`config.mk`:
```
export PLATFORM = sky130hd
export DESIGN_NAME = elevator_look_scheduler_flat
export DESIGN_NICKNAME = d
export VERILOG_FILES = /design/src/design/els_pkg.sv /design/src/design/els_ifs.sv /design/src/design/els_ctrl.sv /design/src/design/els_dpath.sv /design/src/design/elevator_look_scheduler.sv /design/src/flat_wrapper.sv
export SDC_FILE = /design/constraint.sdc
export NUM_CORES = 1
export LEC_CHECK = 0
export BUFFER_PORTS_ARGS = -buffer_cell sky130_fd_sc_hd__buf_2
export CORE_ASPECT_RATIO = 0.5
export CORE_MARGIN = 2
export CORE_UTILIZATION = 67
export DETAILED_ROUTE_END_ITERATION = 10
export PLACE_DENSITY = 0.85
export SLEW_MARGIN = 5
export SYNTH_ARGS = -nofsm -noshare
export SYNTH_HDL_FRONTEND = slang
export SYNTH_SLANG_ARGS = --single-unit
```
`constraint.sdc`:
```
create_clock -name clk -period 19.62 [get_ports clk]
set_clock_uncertainty 0.2 [all_clocks]
set_input_delay 2.943 -clock clk [delete_from_list [all_inputs] [get_ports clk]]
set_output_delay 2.943 -clock clk [all_outputs]
set_load 0.01 [all_outputs]
```
`src/design/els_pkg.sv`:
```
// ----------------------------------------------------------------------------
// Elevator LOOK scheduler package
// Status codes, controller states and the command and status bundles that
// join the controller to the datapath.
// ----------------------------------------------------------------------------
package els_pkg;

  // Result codes reported with every item.
  typedef enum logic [2:0] {
    ST_ADDED     = 3'd0,
    ST_CANCELLED = 3'd1,
    ST_RANGE     = 3'd2,
    ST_EXITED    = 3'd3,
    ST_ARRIVED   = 3'd4,
    ST_NONE      = 3'd5,
    ST_HALTED    = 3'd6
  } status_t;

  // Command field values.
  localparam logic CMD_PRESS = 1'b0;
  localparam logic CMD_CLOSE = 1'b1;

  // Reset value of the top floor register.
  localparam logic [7:0] TOP_FLOOR_RESET = 8'd80;

  // Width used for floor comparisons; holds the top floor plus one.
  localparam int CMP_W = 9;

  // Controller states.
  typedef enum logic [2:0] {
    S_CLEAR,
    S_IDLE,
    S_DECODE,
    S_PRESS_WR,
    S_SCAN1,
    S_SCAN2,
    S_MOVE,
    S_DONE
  } ctl_state_t;

  // Commands from the controller to the datapath.
  typedef struct packed {
    logic    clr_wr;
    logic    load_item;
    logic    press_rd;
    logic    press_wr;
    logic    scan_start;
    logic    scan_dir_up;
    logic    scan_run;
    logic    set_dir;
    logic    dir_val;
    logic    set_session;
    logic    move;
    logic    out_load;
    status_t out_status;
  } dp_cmd_t;

  // Status from the datapath to the controller.
  typedef struct packed {
    logic clr_done;
    logic halted;
    logic is_close;
    logic range_err;
    logic at_car;
    logic rd_bit;
    logic scan_hit;
    logic scan_miss;
    logic going_up;
    logic out_free;
  } dp_sts_t;

endpackage

```
`src/design/els_ifs.sv`:
```
// ----------------------------------------------------------------------------
// Elevator LOOK scheduler channels
// Valid/ready channels for command items and result items.
// ----------------------------------------------------------------------------

// Command channel: one press or close-doors item.
interface els_req_if;
  logic       valid;
  logic       ready;
  logic       cmd;
  logic [7:0] floor;

  modport source (output valid, output cmd, output floor, input ready);
  modport sink   (input valid, input cmd, input floor, output ready);
endinterface

// Result channel: one result item per command item.
interface els_rsp_if;
  logic       valid;
  logic       ready;
  logic [2:0] status;
  logic [7:0] current_floor;
  logic       heading_up;

  modport source (output valid, output status, output current_floor,
                  output heading_up, input ready);
  modport sink   (input valid, input status, input current_floor,
                  input heading_up, output ready);
endinterface

```
`src/design/els_ctrl.sv`:
```
// ----------------------------------------------------------------------------
// Elevator LOOK scheduler controller
// Sequences the clearing pass, press handling, the two-direction floor scan
// and the result hand-off.
// ----------------------------------------------------------------------------
module els_ctrl (
  input  logic             clk,
  input  logic             rst,
  input  logic             in_valid,
  output logic             in_ready,
  input  els_pkg::dp_sts_t sts,
  output els_pkg::dp_cmd_t cmd
);
  import els_pkg::*;

  ctl_state_t state, state_next;
  status_t    res_code, res_code_next;

  // State and result code registers.
  always_ff @(posedge clk) begin
    if (rst) begin
      state    <= S_CLEAR;
      res_code <= ST_ADDED;
    end else begin
      state    <= state_next;
      res_code <= res_code_next;
    end
  end

  // Next state and datapath commands.
  always_comb begin
    state_next    = state;
    res_code_next = res_code;
    in_ready      = 1'b0;
    cmd           = '0;
    cmd.out_status = res_code;
    case (state)
      S_CLEAR: begin
        cmd.clr_wr = 1'b1;
        if (sts.clr_done) begin
          state_next = S_IDLE;
        end
      end
      S_IDLE: begin
        in_ready = 1'b1;
        if (in_valid) begin
          cmd.load_item = 1'b1;
          state_next    = S_DECODE;
        end
      end
      S_DECODE: begin
        if (sts.halted) begin
          res_code_next = ST_HALTED;
          state_next    = S_DONE;
        end else if (!sts.is_close) begin
          if (sts.range_err) begin
            res_code_next = ST_RANGE;
            state_next    = S_DONE;
          end else if (sts.at_car) begin
            cmd.set_session = 1'b1;
            res_code_next   = ST_EXITED;
            state_next      = S_DONE;
          end else begin
            cmd.press_rd = 1'b1;
            state_next   = S_PRESS_WR;
          end
        end else begin
          cmd.scan_start  = 1'b1;
          cmd.scan_dir_up = sts.going_up;
          state_next      = S_SCAN1;
        end
      end
      S_PRESS_WR: begin
        // The request bit read last cycle is toggled.
        cmd.press_wr  = 1'b1;
        res_code_next = sts.rd_bit ? ST_CANCELLED : ST_ADDED;
        state_next    = S_DONE;
      end
      S_SCAN1: begin
        cmd.scan_run = 1'b1;
        if (sts.scan_hit) begin
          state_next = S_MOVE;
        end else if (sts.scan_miss) begin
          cmd.scan_start  = 1'b1;
          cmd.scan_dir_up = !sts.going_up;
          state_next      = S_SCAN2;
        end
      end
      S_SCAN2: begin
        // The second scan runs against the stored direction, which flips
        // only when this scan finds a floor or the first scan was upward.
        cmd.scan_run = 1'b1;
        if (sts.scan_hit) begin
          cmd.set_dir = 1'b1;
          cmd.dir_val = !sts.going_up;
          state_next  = S_MOVE;
        end else if (sts.scan_miss) begin
          cmd.set_dir   = 1'b1;
          cmd.dir_val   = 1'b0;
          res_code_next = ST_NONE;
          state_next    = S_DONE;
        end
      end
      S_MOVE: begin
        cmd.move      = 1'b1;
        res_code_next = ST_ARRIVED;
        state_next    = S_DONE;
      end
      S_DONE: begin
        if (sts.out_free) begin
          cmd.out_load = 1'b1;
          state_next   = S_IDLE;
        end
      end
      default: begin
        state_next = S_IDLE;
      end
    endcase
  end

endmodule

```
`src/design/els_dpath.sv`:
```
// ----------------------------------------------------------------------------
// Elevator LOOK scheduler datapath
// Request bitmap memory, car state, serial floor scanner and result register.
// ----------------------------------------------------------------------------
module els_dpath #(
  parameter int MAX_FLOORS = 128
) (
  input  logic             clk,
  input  logic             rst,
  input  logic             cfg_wr_en,
  input  logic [7:0]       cfg_wr_data,
  input  logic             in_cmd,
  input  logic [7:0]       in_floor,
  input  els_pkg::dp_cmd_t cmd,
  output els_pkg::dp_sts_t sts,
  output logic             out_valid,
  input  logic             out_ready,
  output logic [2:0]       out_status,
  output logic [7:0]       out_floor,
  output logic             out_heading
);
  import els_pkg::*;

  localparam int AW    = $clog2(MAX_FLOORS + 1);
  localparam int PW    = $clog2(MAX_FLOORS + 2);
  localparam int DEPTH = MAX_FLOORS + 1;

  logic [7:0]       top_floor;
  logic [AW-1:0]    car;
  logic             going_up;
  logic             session_over;
  logic             item_close;
  logic [7:0]       item_floor;
  logic [AW-1:0]    clr_ptr;
  logic [PW-1:0]    scan_ptr;
  logic             scan_up;
  logic [AW-1:0]    rd_ptr;
  logic             rd_pend;
  logic             mem_rdata;
  logic             mem [DEPTH];

  logic [AW-1:0]    top_use;
  logic [CMP_W-1:0] top_ext;
  logic [CMP_W-1:0] top_plus1;
  logic [CMP_W-1:0] car_ext;
  logic [CMP_W-1:0] floor_ext;
  logic [CMP_W-1:0] ptr_ext;
  logic [CMP_W-1:0] down_start;
  logic             issue_ok;
  logic             issue;
  logic             scan_hit;
  logic             scan_miss;
  logic             rd_en;
  logic [AW-1:0]    rd_addr;
  logic             wr_en;
  logic [AW-1:0]    wr_addr;
  logic             wr_data;

  // Top floor in use is capped at the building size.
  always_comb begin
    if (CMP_W'(top_floor) > CMP_W'(MAX_FLOORS)) begin
      top_use = AW'(MAX_FLOORS);
    end else begin
      top_use = AW'(top_floor);
    end
    top_ext    = CMP_W'(top_use);
    top_plus1  = top_ext + CMP_W'(1);
    car_ext    = CMP_W'(car);
    floor_ext  = CMP_W'(item_floor);
    ptr_ext    = CMP_W'(scan_ptr);
    down_start = (car_ext > top_plus1) ? top_plus1 : car_ext;
  end

  // Scan control: one address issued per cycle, its result checked in the next cycle.
  assign issue_ok  = scan_up ? (ptr_ext <= top_ext) : (ptr_ext != '0);
  assign scan_hit  = rd_pend & mem_rdata;
  assign scan_miss = !rd_pend & !issue_ok;
  assign issue     = cmd.scan_run & issue_ok & !scan_hit;

  // Memory port selection.
  always_comb begin
    rd_en   = cmd.press_rd | issue;
    rd_addr = cmd.press_rd ? item_floor[AW-1:0] : scan_ptr[AW-1:0];
    wr_en   = cmd.clr_wr | cmd.press_wr | cmd.move;
    wr_addr = clr_ptr;
    wr_data = 1'b0;
    if (cmd.press_wr) begin
      wr_addr = item_floor[AW-1:0];
      wr_data = !mem_rdata;
    end else if (cmd.move) begin
      wr_addr = rd_ptr;
    end
  end

  // Request bitmap memory, one bit per floor.
  always_ff @(posedge clk) begin
    if (wr_en) begin
      mem[wr_addr] <= wr_data;
    end
    if (rd_en) begin
      mem_rdata <= mem[rd_addr];
    end
  end

  // Control and car state.
  always_ff @(posedge clk) begin
    if (rst) begin
      top_floor    <= TOP_FLOOR_RESET;
      car          <= AW'(1);
      going_up     <= 1'b1;
      session_over <= 1'b0;
      clr_ptr      <= '0;
      rd_pend      <= 1'b0;
      scan_up      <= 1'b1;
      scan_ptr     <= '0;
    end else begin
      if (cfg_wr_en) begin
        top_floor <= cfg_wr_data;
      end
      if (cmd.clr_wr && clr_ptr != AW'(MAX_FLOORS)) begin
        clr_ptr <= clr_ptr + AW'(1);
      end
      if (cmd.set_session) begin
        session_over <= 1'b1;
      end
      if (cmd.set_dir) begin
        going_up <= cmd.dir_val;
      end
      if (cmd.move) begin
        car <= rd_ptr;
      end
      if (cmd.scan_start) begin
        scan_up <= cmd.scan_dir_up;
        rd_pend <= 1'b0;
        if (cmd.scan_dir_up) begin
          scan_ptr <= PW'(car_ext + CMP_W'(1));
        end else begin
          scan_ptr <= PW'(down_start - CMP_W'(1));
        end
      end else begin
        rd_pend <= issue;
        if (issue) begin
          scan_ptr <= scan_up ? scan_ptr + PW'(1) : scan_ptr - PW'(1);
        end
      end
    end
  end

  // Item capture and address of the last issued scan read.
  always_ff @(posedge clk) begin
    if (cmd.load_item) begin
      item_close <= in_cmd;
      item_floor <= in_floor;
    end
    if (issue) begin
      rd_ptr <= scan_ptr[AW-1:0];
    end
  end

  // Result register.
  always_ff @(posedge clk) begin
    if (rst) begin
      out_valid <= 1'b0;
    end else if (cmd.out_load) begin
      out_valid <= 1'b1;
    end else if (out_ready) begin
      out_valid <= 1'b0;
    end
  end

  always_ff @(posedge clk) begin
    if (cmd.out_load) begin
      out_status  <= cmd.out_status;
      out_floor   <= 8'(car);
      out_heading <= going_up;
    end
  end

  // Status toward the controller.
  always_comb begin
    sts.clr_done  = (clr_ptr == AW'(MAX_FLOORS));
    sts.halted    = session_over;
    sts.is_close  = (item_close == CMD_CLOSE);
    sts.range_err = (item_floor == 8'd0) || (floor_ext > top_ext);
    sts.at_car    = (floor_ext == car_ext);
    sts.rd_bit    = mem_rdata;
    sts.scan_hit  = scan_hit;
    sts.scan_miss = scan_miss;
    sts.going_up  = going_up;
    sts.out_free  = !out_valid | out_ready;
  end

endmodule

```
`src/design/elevator_look_scheduler.sv`:
```
// After reset the block clears its request bitmap, one floor a cycle, and
// accepts no item until that is done; the top floor register may be written
// at any time while idle. A press item that is out of range, exits or finds
// the session halted is settled in decode and goes on to the result load;
// one that toggles a request goes through decode with the bitmap read, the
// toggle write, then the result load. A close-doors item walks the bitmap
// one floor per cycle through a single-port memory, first in the current
// direction and then, if nothing is found, in the other. One item is worked
// at a time; a finished result waits in an output register while the next
// item is taken.
// ----------------------------------------------------------------------------
// Elevator LOOK scheduler
// Toggles floor requests on button presses and, on close doors, moves the car
// to the nearest requested floor in the travel direction, reversing if none.
// ----------------------------------------------------------------------------
module elevator_look_scheduler #(
  parameter int MAX_FLOORS = 128
) (
  input  logic        clk,
  input  logic        rst,
  input  logic        cfg_wr_en,
  input  logic [7:0]  cfg_wr_data,
  els_req_if.sink     req,
  els_rsp_if.source   rsp
);
  import els_pkg::*;

  dp_cmd_t    dp_cmd;
  dp_sts_t    dp_sts;
  logic       ctl_ready;
  logic       out_valid;
  logic [2:0] out_status;
  logic [7:0] out_floor;
  logic       out_heading;

  // Controller.
  els_ctrl u_ctrl (
    .clk      (clk),
    .rst      (rst),
    .in_valid (req.valid),
    .in_ready (ctl_ready),
    .sts      (dp_sts),
    .cmd      (dp_cmd)
  );

  // Datapath.
  els_dpath #(
    .MAX_FLOORS (MAX_FLOORS)
  ) u_dpath (
    .clk         (clk),
    .rst         (rst),
    .cfg_wr_en   (cfg_wr_en),
    .cfg_wr_data (cfg_wr_data),
    .in_cmd      (req.cmd),
    .in_floor    (req.floor),
    .cmd         (dp_cmd),
    .sts         (dp_sts),
    .out_valid   (out_valid),
    .out_ready   (rsp.ready),
    .out_status  (out_status),
    .out_floor   (out_floor),
    .out_heading (out_heading)
  );

  // Channel hookup.
  assign req.ready         = ctl_ready;
  assign rsp.valid         = out_valid;
  assign rsp.status        = out_status;
  assign rsp.current_floor = out_floor;
  assign rsp.heading_up    = out_heading;

endmodule

```
`src/flat_wrapper.sv`:
```
// flat-port wrapper written by rule: the top's interface ports become plain ports
module elevator_look_scheduler_flat import els_pkg::*;
#(
  parameter int MAX_FLOORS = 128
)
  (clk, rst, cfg_wr_en, cfg_wr_data, req_valid, req_cmd, req_floor, req_ready, rsp_valid, rsp_status, rsp_current_floor, rsp_heading_up, rsp_ready);
  els_req_if req_i ();
  els_rsp_if rsp_i ();
  input  logic clk;
  input  logic rst;
  input  logic cfg_wr_en;
  input  logic [7:0] cfg_wr_data;
  input wire logic [$bits(req_i.valid)-1:0] req_valid;
  input wire logic [$bits(req_i.cmd)-1:0] req_cmd;
  input wire logic [$bits(req_i.floor)-1:0] req_floor;
  output wire logic [$bits(req_i.ready)-1:0] req_ready;
  output wire logic [$bits(rsp_i.valid)-1:0] rsp_valid;
  output wire logic [$bits(rsp_i.status)-1:0] rsp_status;
  output wire logic [$bits(rsp_i.current_floor)-1:0] rsp_current_floor;
  output wire logic [$bits(rsp_i.heading_up)-1:0] rsp_heading_up;
  input wire logic [$bits(rsp_i.ready)-1:0] rsp_ready;
  assign req_i.valid = req_valid;
  assign req_i.cmd = req_cmd;
  assign req_i.floor = req_floor;
  assign req_ready = req_i.ready;
  assign rsp_valid = rsp_i.valid;
  assign rsp_status = rsp_i.status;
  assign rsp_current_floor = rsp_i.current_floor;
  assign rsp_heading_up = rsp_i.heading_up;
  assign rsp_i.ready = rsp_ready;
  elevator_look_scheduler #(.MAX_FLOORS(MAX_FLOORS)) u_core (.clk(clk), .rst(rst), .cfg_wr_en(cfg_wr_en), .cfg_wr_data(cfg_wr_data), .req(req_i), .rsp(rsp_i));
endmodule
```
==> results.sh <==
export IMPL_diodes=0
export IMPL_die_area_um2=16900
export IMPL_ir_drop_v=0.0000564
export IMPL_critPathTopFamily="flip-flops"
export IMPL_finalSetupViolations=0
export IMPL_vias_per_cell=6.59
export IMPL_vias=8426
export IMPL_cts_root_buffer="clkbuf_16"
export IMPL_power_leakage_nw=3.79
export IMPL_cts_resized=0
export IMPL_final_fill_count=1030
export IMPL_die_width_um=182
export IMPL_syn_num_nets=1109
export IMPL_hold_viol=0
export IMPL_grt_pass1_wl_um=41300
export IMPL_final_setup_tns_ns=0
export IMPL_initial_core_util_pct=68.5
export IMPL_min_path_cells=0
export IMPL_drive_gt1_share_pct=8.19
export IMPL_first_global_vias=7938
export IMPL_period_share_pct=26.5
export IMPL_area_growth_pct=7.77
export IMPL_first_iter_violations=1100
export IMPL_cts_tree="done"
export IMPL_path_class="reg -> out"
export IMPL_fmax_mhz=192
export IMPL_synth_seq_area_share_pct=53.3
export IMPL_critPathBufInv=1
export IMPL_mostFrequentLayoutCell="nor2_1"
export IMPL_fin_crit_ns=5.20
export IMPL_htreeDepth=1
export IMPL_netlist_instances=1051
export IMPL_cts_clk_slew_worst_paths_ns=0.06
export IMPL_min_from="u_core.u_ctrl.res_code[0]$_SDFFE_PP0P_"
export IMPL_hold_path_end="u_core.u_dpath.out_status[0]$_DFFE_PP_"
export IMPL_multiInputGateArea_um2=4630
export IMPL_max_stage_delay_ns=0.70
export IMPL_cts_hold_buffers=0
export IMPL_gr_usage_all_layers_pct=31.5
export IMPL_maxCapViolations=0
export IMPL_drcViolationCount=0
export IMPL_synthArstFlopShare_pct=0
export IMPL_outcome="finished, final reports clean"
export IMPL_r2r_setup_slack_ns=14.45
export IMPL_fin_util_pct=73.9
export IMPL_postCtsSetupBuffers=0
export IMPL_finalWeightedCongestion=0.913
export IMPL_fin_area_um2=11400
export IMPL_finalMaxSlewViolations=0
export IMPL_clkSinkCount=202
export IMPL_critPathCaptureType="primary output"
export IMPL_ios=36
export IMPL_worstPathRequired_ns=16.48
export IMPL_final_cell_mix="191 x nor2_1, 159 x edfxtp_1, 143 x nand2_1, 60 x a21oi_1, 49 x mux2i_1"
export IMPL_placed_area_um2=10800
export IMPL_antenna_found_initial=0
export IMPL_grt_max_degree=130
export IMPL_start_kind="register"
export IMPL_fin_hold_ws_ns=0.234
export IMPL_r2r_cells=21
export IMPL_wire_per_inst_um=20.7
export IMPL_worstReg2RegEnd="u_core.u_dpath.scan_ptr[6]$_SDFFE_PP0P_"
export IMPL_synth_distinct_cells=70
export IMPL_clock_path_buffers=3
export IMPL_ys_ff_latch=202
export IMPL_yosys_warnings=0
export IMPL_grt_ovfl_total=0
export IMPL_ant_nets=0
export IMPL_register_area_um2=5640
export IMPL_postSynthAreaPerCell_um2=10.1
export IMPL_dp_hpwl_um=17000
export IMPL_cts_buffers=19
export IMPL_crit_arrival_ns=2.06
export IMPL_grt_setup_unrepaired="no"
export IMPL_worstSkewPairLatency_ns=0.51
export IMPL_rows=32
export IMPL_power_mw=1.17
export IMPL_synth_area_um2=10600
export IMPL_powerDensity_nw_per_um2=103
export IMPL_drt_pass1_iter_count=6
export IMPL_wl_um=26400
export IMPL_synth_edf_count=159
export IMPL_timing_rr_start="u_core.u_dpath.top_floor[7]$_SDFFE_PP0P_"
export IMPL_synth_ff_type="edfxtp_1"
export IMPL_worst_pin_slew_ns=1.13
export IMPL_hold_class="reg -> reg"
export IMPL_relSlewSlack_pct=24.8
export IMPL_crit_fanout=20
export IMPL_port_buffers=35
export IMPL_die_y_um=92.8
export IMPL_crit_chain="nand2b_1 > nor2_1 > buf_2"
export IMPL_layout_nets=1120
export IMPL_crit_slowest_cell="dfxtp_1"
export IMPL_core_area_um2=15400
[routing by layer]
layer / up-vias / GRT usage (%) / part of all wire, %
li1: 3817 / - / -
met1: 3984 / 41.6 / 40
met2: 517 / 51.9 / 46
met3: 108 / 5.43 / 10
met4: 0 / 14.2 / 4.3
met5: - / 0 / 0
[worst max path at each step]
stage,from,end,slack (ns),cells after the start
3_5_place_dp,u_core.u_dpath.top_floor[7]$_SDFFE_PP0P_,u_core.u_dpath.scan_ptr[6]$_SDFFE_PP0P_,14.51,21
5_1_grt,u_core.u_dpath.top_floor[7]$_SDFFE_PP0P_,u_core.u_dpath.scan_ptr[6]$_SDFFE_PP0P_,13.95,21
4_1_cts,u_core.u_ctrl.state[0]$_SDFFE_PP0P_,req_ready,14.45,3
3_3_place_gp,u_core.u_dpath.top_floor[7]$_SDFFE_PP0P_,u_core.u_dpath.scan_ptr[6]$_SDFFE_PP0P_,14.69,21
6_report,u_core.u_ctrl.state[0]$_SDFFE_PP0P_,req_ready,14.42,3
2_1_floorplan,u_core.u_ctrl.state[1]$_SDFFE_PP0P_,u_core.u_dpath.mem[0]$_DFFE_PP_,12.12,5
[registers in the layout, summed over array words and instances (netlist names)]
register,cells
u_core.u_dpath.top_floor,8
u_core.u_dpath.out_status,3
u_core.u_dpath.out_valid,1
u_core.u_dpath.item_floor,8
u_core.u_dpath.session_over,1
u_core.u_dpath.scan_ptr,8
u_core.u_dpath.rd_pend,1
u_core.u_dpath.rd_ptr,8
u_core.u_dpath.scan_up,1
u_core.u_dpath.going_up,1
u_core.u_dpath.mem_rdata,1
u_core.u_ctrl.state,3
u_core.u_dpath.out_floor,8
u_core.u_dpath.out_heading,1
u_core.u_ctrl.res_code,3
u_core.u_dpath.item_close,1
u_core.u_dpath.mem,129
u_core.u_dpath.clr_ptr,8
u_core.u_dpath.car,8
[area by class of cell]
type / count / area share, %
flip-flops and latches: 202 / 49.5
multi-input cells: 776 / 40.7
clock buffers: 27 / 4.61
well taps: 204 / 2.24
repair buffers: 42 / 2.00
inverters: 21 / 0.692
clock inverters: 6 / 0.297
[where the power goes]
group,total (mW),internal [mW],switching [mW]
combinational,0.301,0.104,0.197
sequential,0.524,0.486,0.0378
clock,0.345,0.187,0.158
total,1.17,0.777,0.393
[through the flow]
stage	instances	setup WS (ns)
finish	1278	14.42
global route	1278	13.95
CTS	1278	14.45
detailed placement	1245	14.51
global placement	1245	14.69
floorplan	1051	12.12
[Yosys cell counts, types with 4 or more instances]
library cell | instances | area (um2)
ha_1 | 35 | 438
a31oi_1 | 12 | 75.1
o21bai_1 | 4 | 30.0
nor4_1 | 5 | 31.3
o22ai_1 | 12 | 75.1
nand4_1 | 13 | 81.3
a21o_1 | 5 | 37.5
dfxtp_1 | 43 | 861
o21a_1 | 6 | 45.0
nor3b_1 | 4 | 30.0
buf_6 | 4 | 45.0
nand3_1 | 45 | 225
mux2i_1 | 50 | 500
and2_1 | 7 | 43.8
buf_4 | 4 | 30.0
nand2b_1 | 4 | 25.0
a211o_1 | 4 | 35.0
clkbuf_1 | 32 | 120
o211ai_1 | 5 | 37.5
nor3_1 | 19 | 95.1
a32oi_1 | 4 | 35.0
and3_1 | 6 | 37.5
nor2_1 | 191 | 717
xor2_1 | 15 | 131
a21oi_1 | 60 | 300
inv_1 | 20 | 75.1
a211oi_1 | 7 | 52.6
a221oi_1 | 4 | 35.0
nand2_1 | 143 | 537
o21ai_0 | 25 | 125
edfxtp_1 | 159 | 4770
mux2_2 | 5 | 56.3
o221ai_1 | 4 | 35.0
nor2b_1 | 12 | 75.1
buf_2 | 9 | 45.0
xnor2_1 | 20 | 175
[kinds of logic (layout without fill, tap and decap cells)]
group,Yosys count,count (layout),synth area share (%)
buffers and inverters,73,96,3.14
flip-flops,202,202,53.3
adder cells (fa/ha/maj),36,36,4.33
AND/OR/NAND/NOR,462,462,19.0
AO/OA/AOI/OAI,184,184,11.5
multiplexers,59,59,5.81
XOR/XNOR,35,35,2.90
[worst reg2reg max path: stages, from the launching register on]
cell and delay (ns):
dfxtp_1 0.38, clkinv_1 0.25, nand2_1 0.19, inv_1 0.12, ha_1 0.26, xnor2_1 0.24, inv_1 0.12, ha_1 0.33
o21a_1 0.11, o21a_1 0.16, o21a_1 0.17, o21a_1 0.16, o2111ai_1 0.26, nand2_1 0.43, o21ai_0 0.39, ha_1 0.33
and3_1 0.22, nand3_1 0.09, a21boi_0 0.16, xor2_1 0.19, o211ai_1 0.17, a21oi_1 0.08
Note: power is estimated with default switching activity, not from simulation.
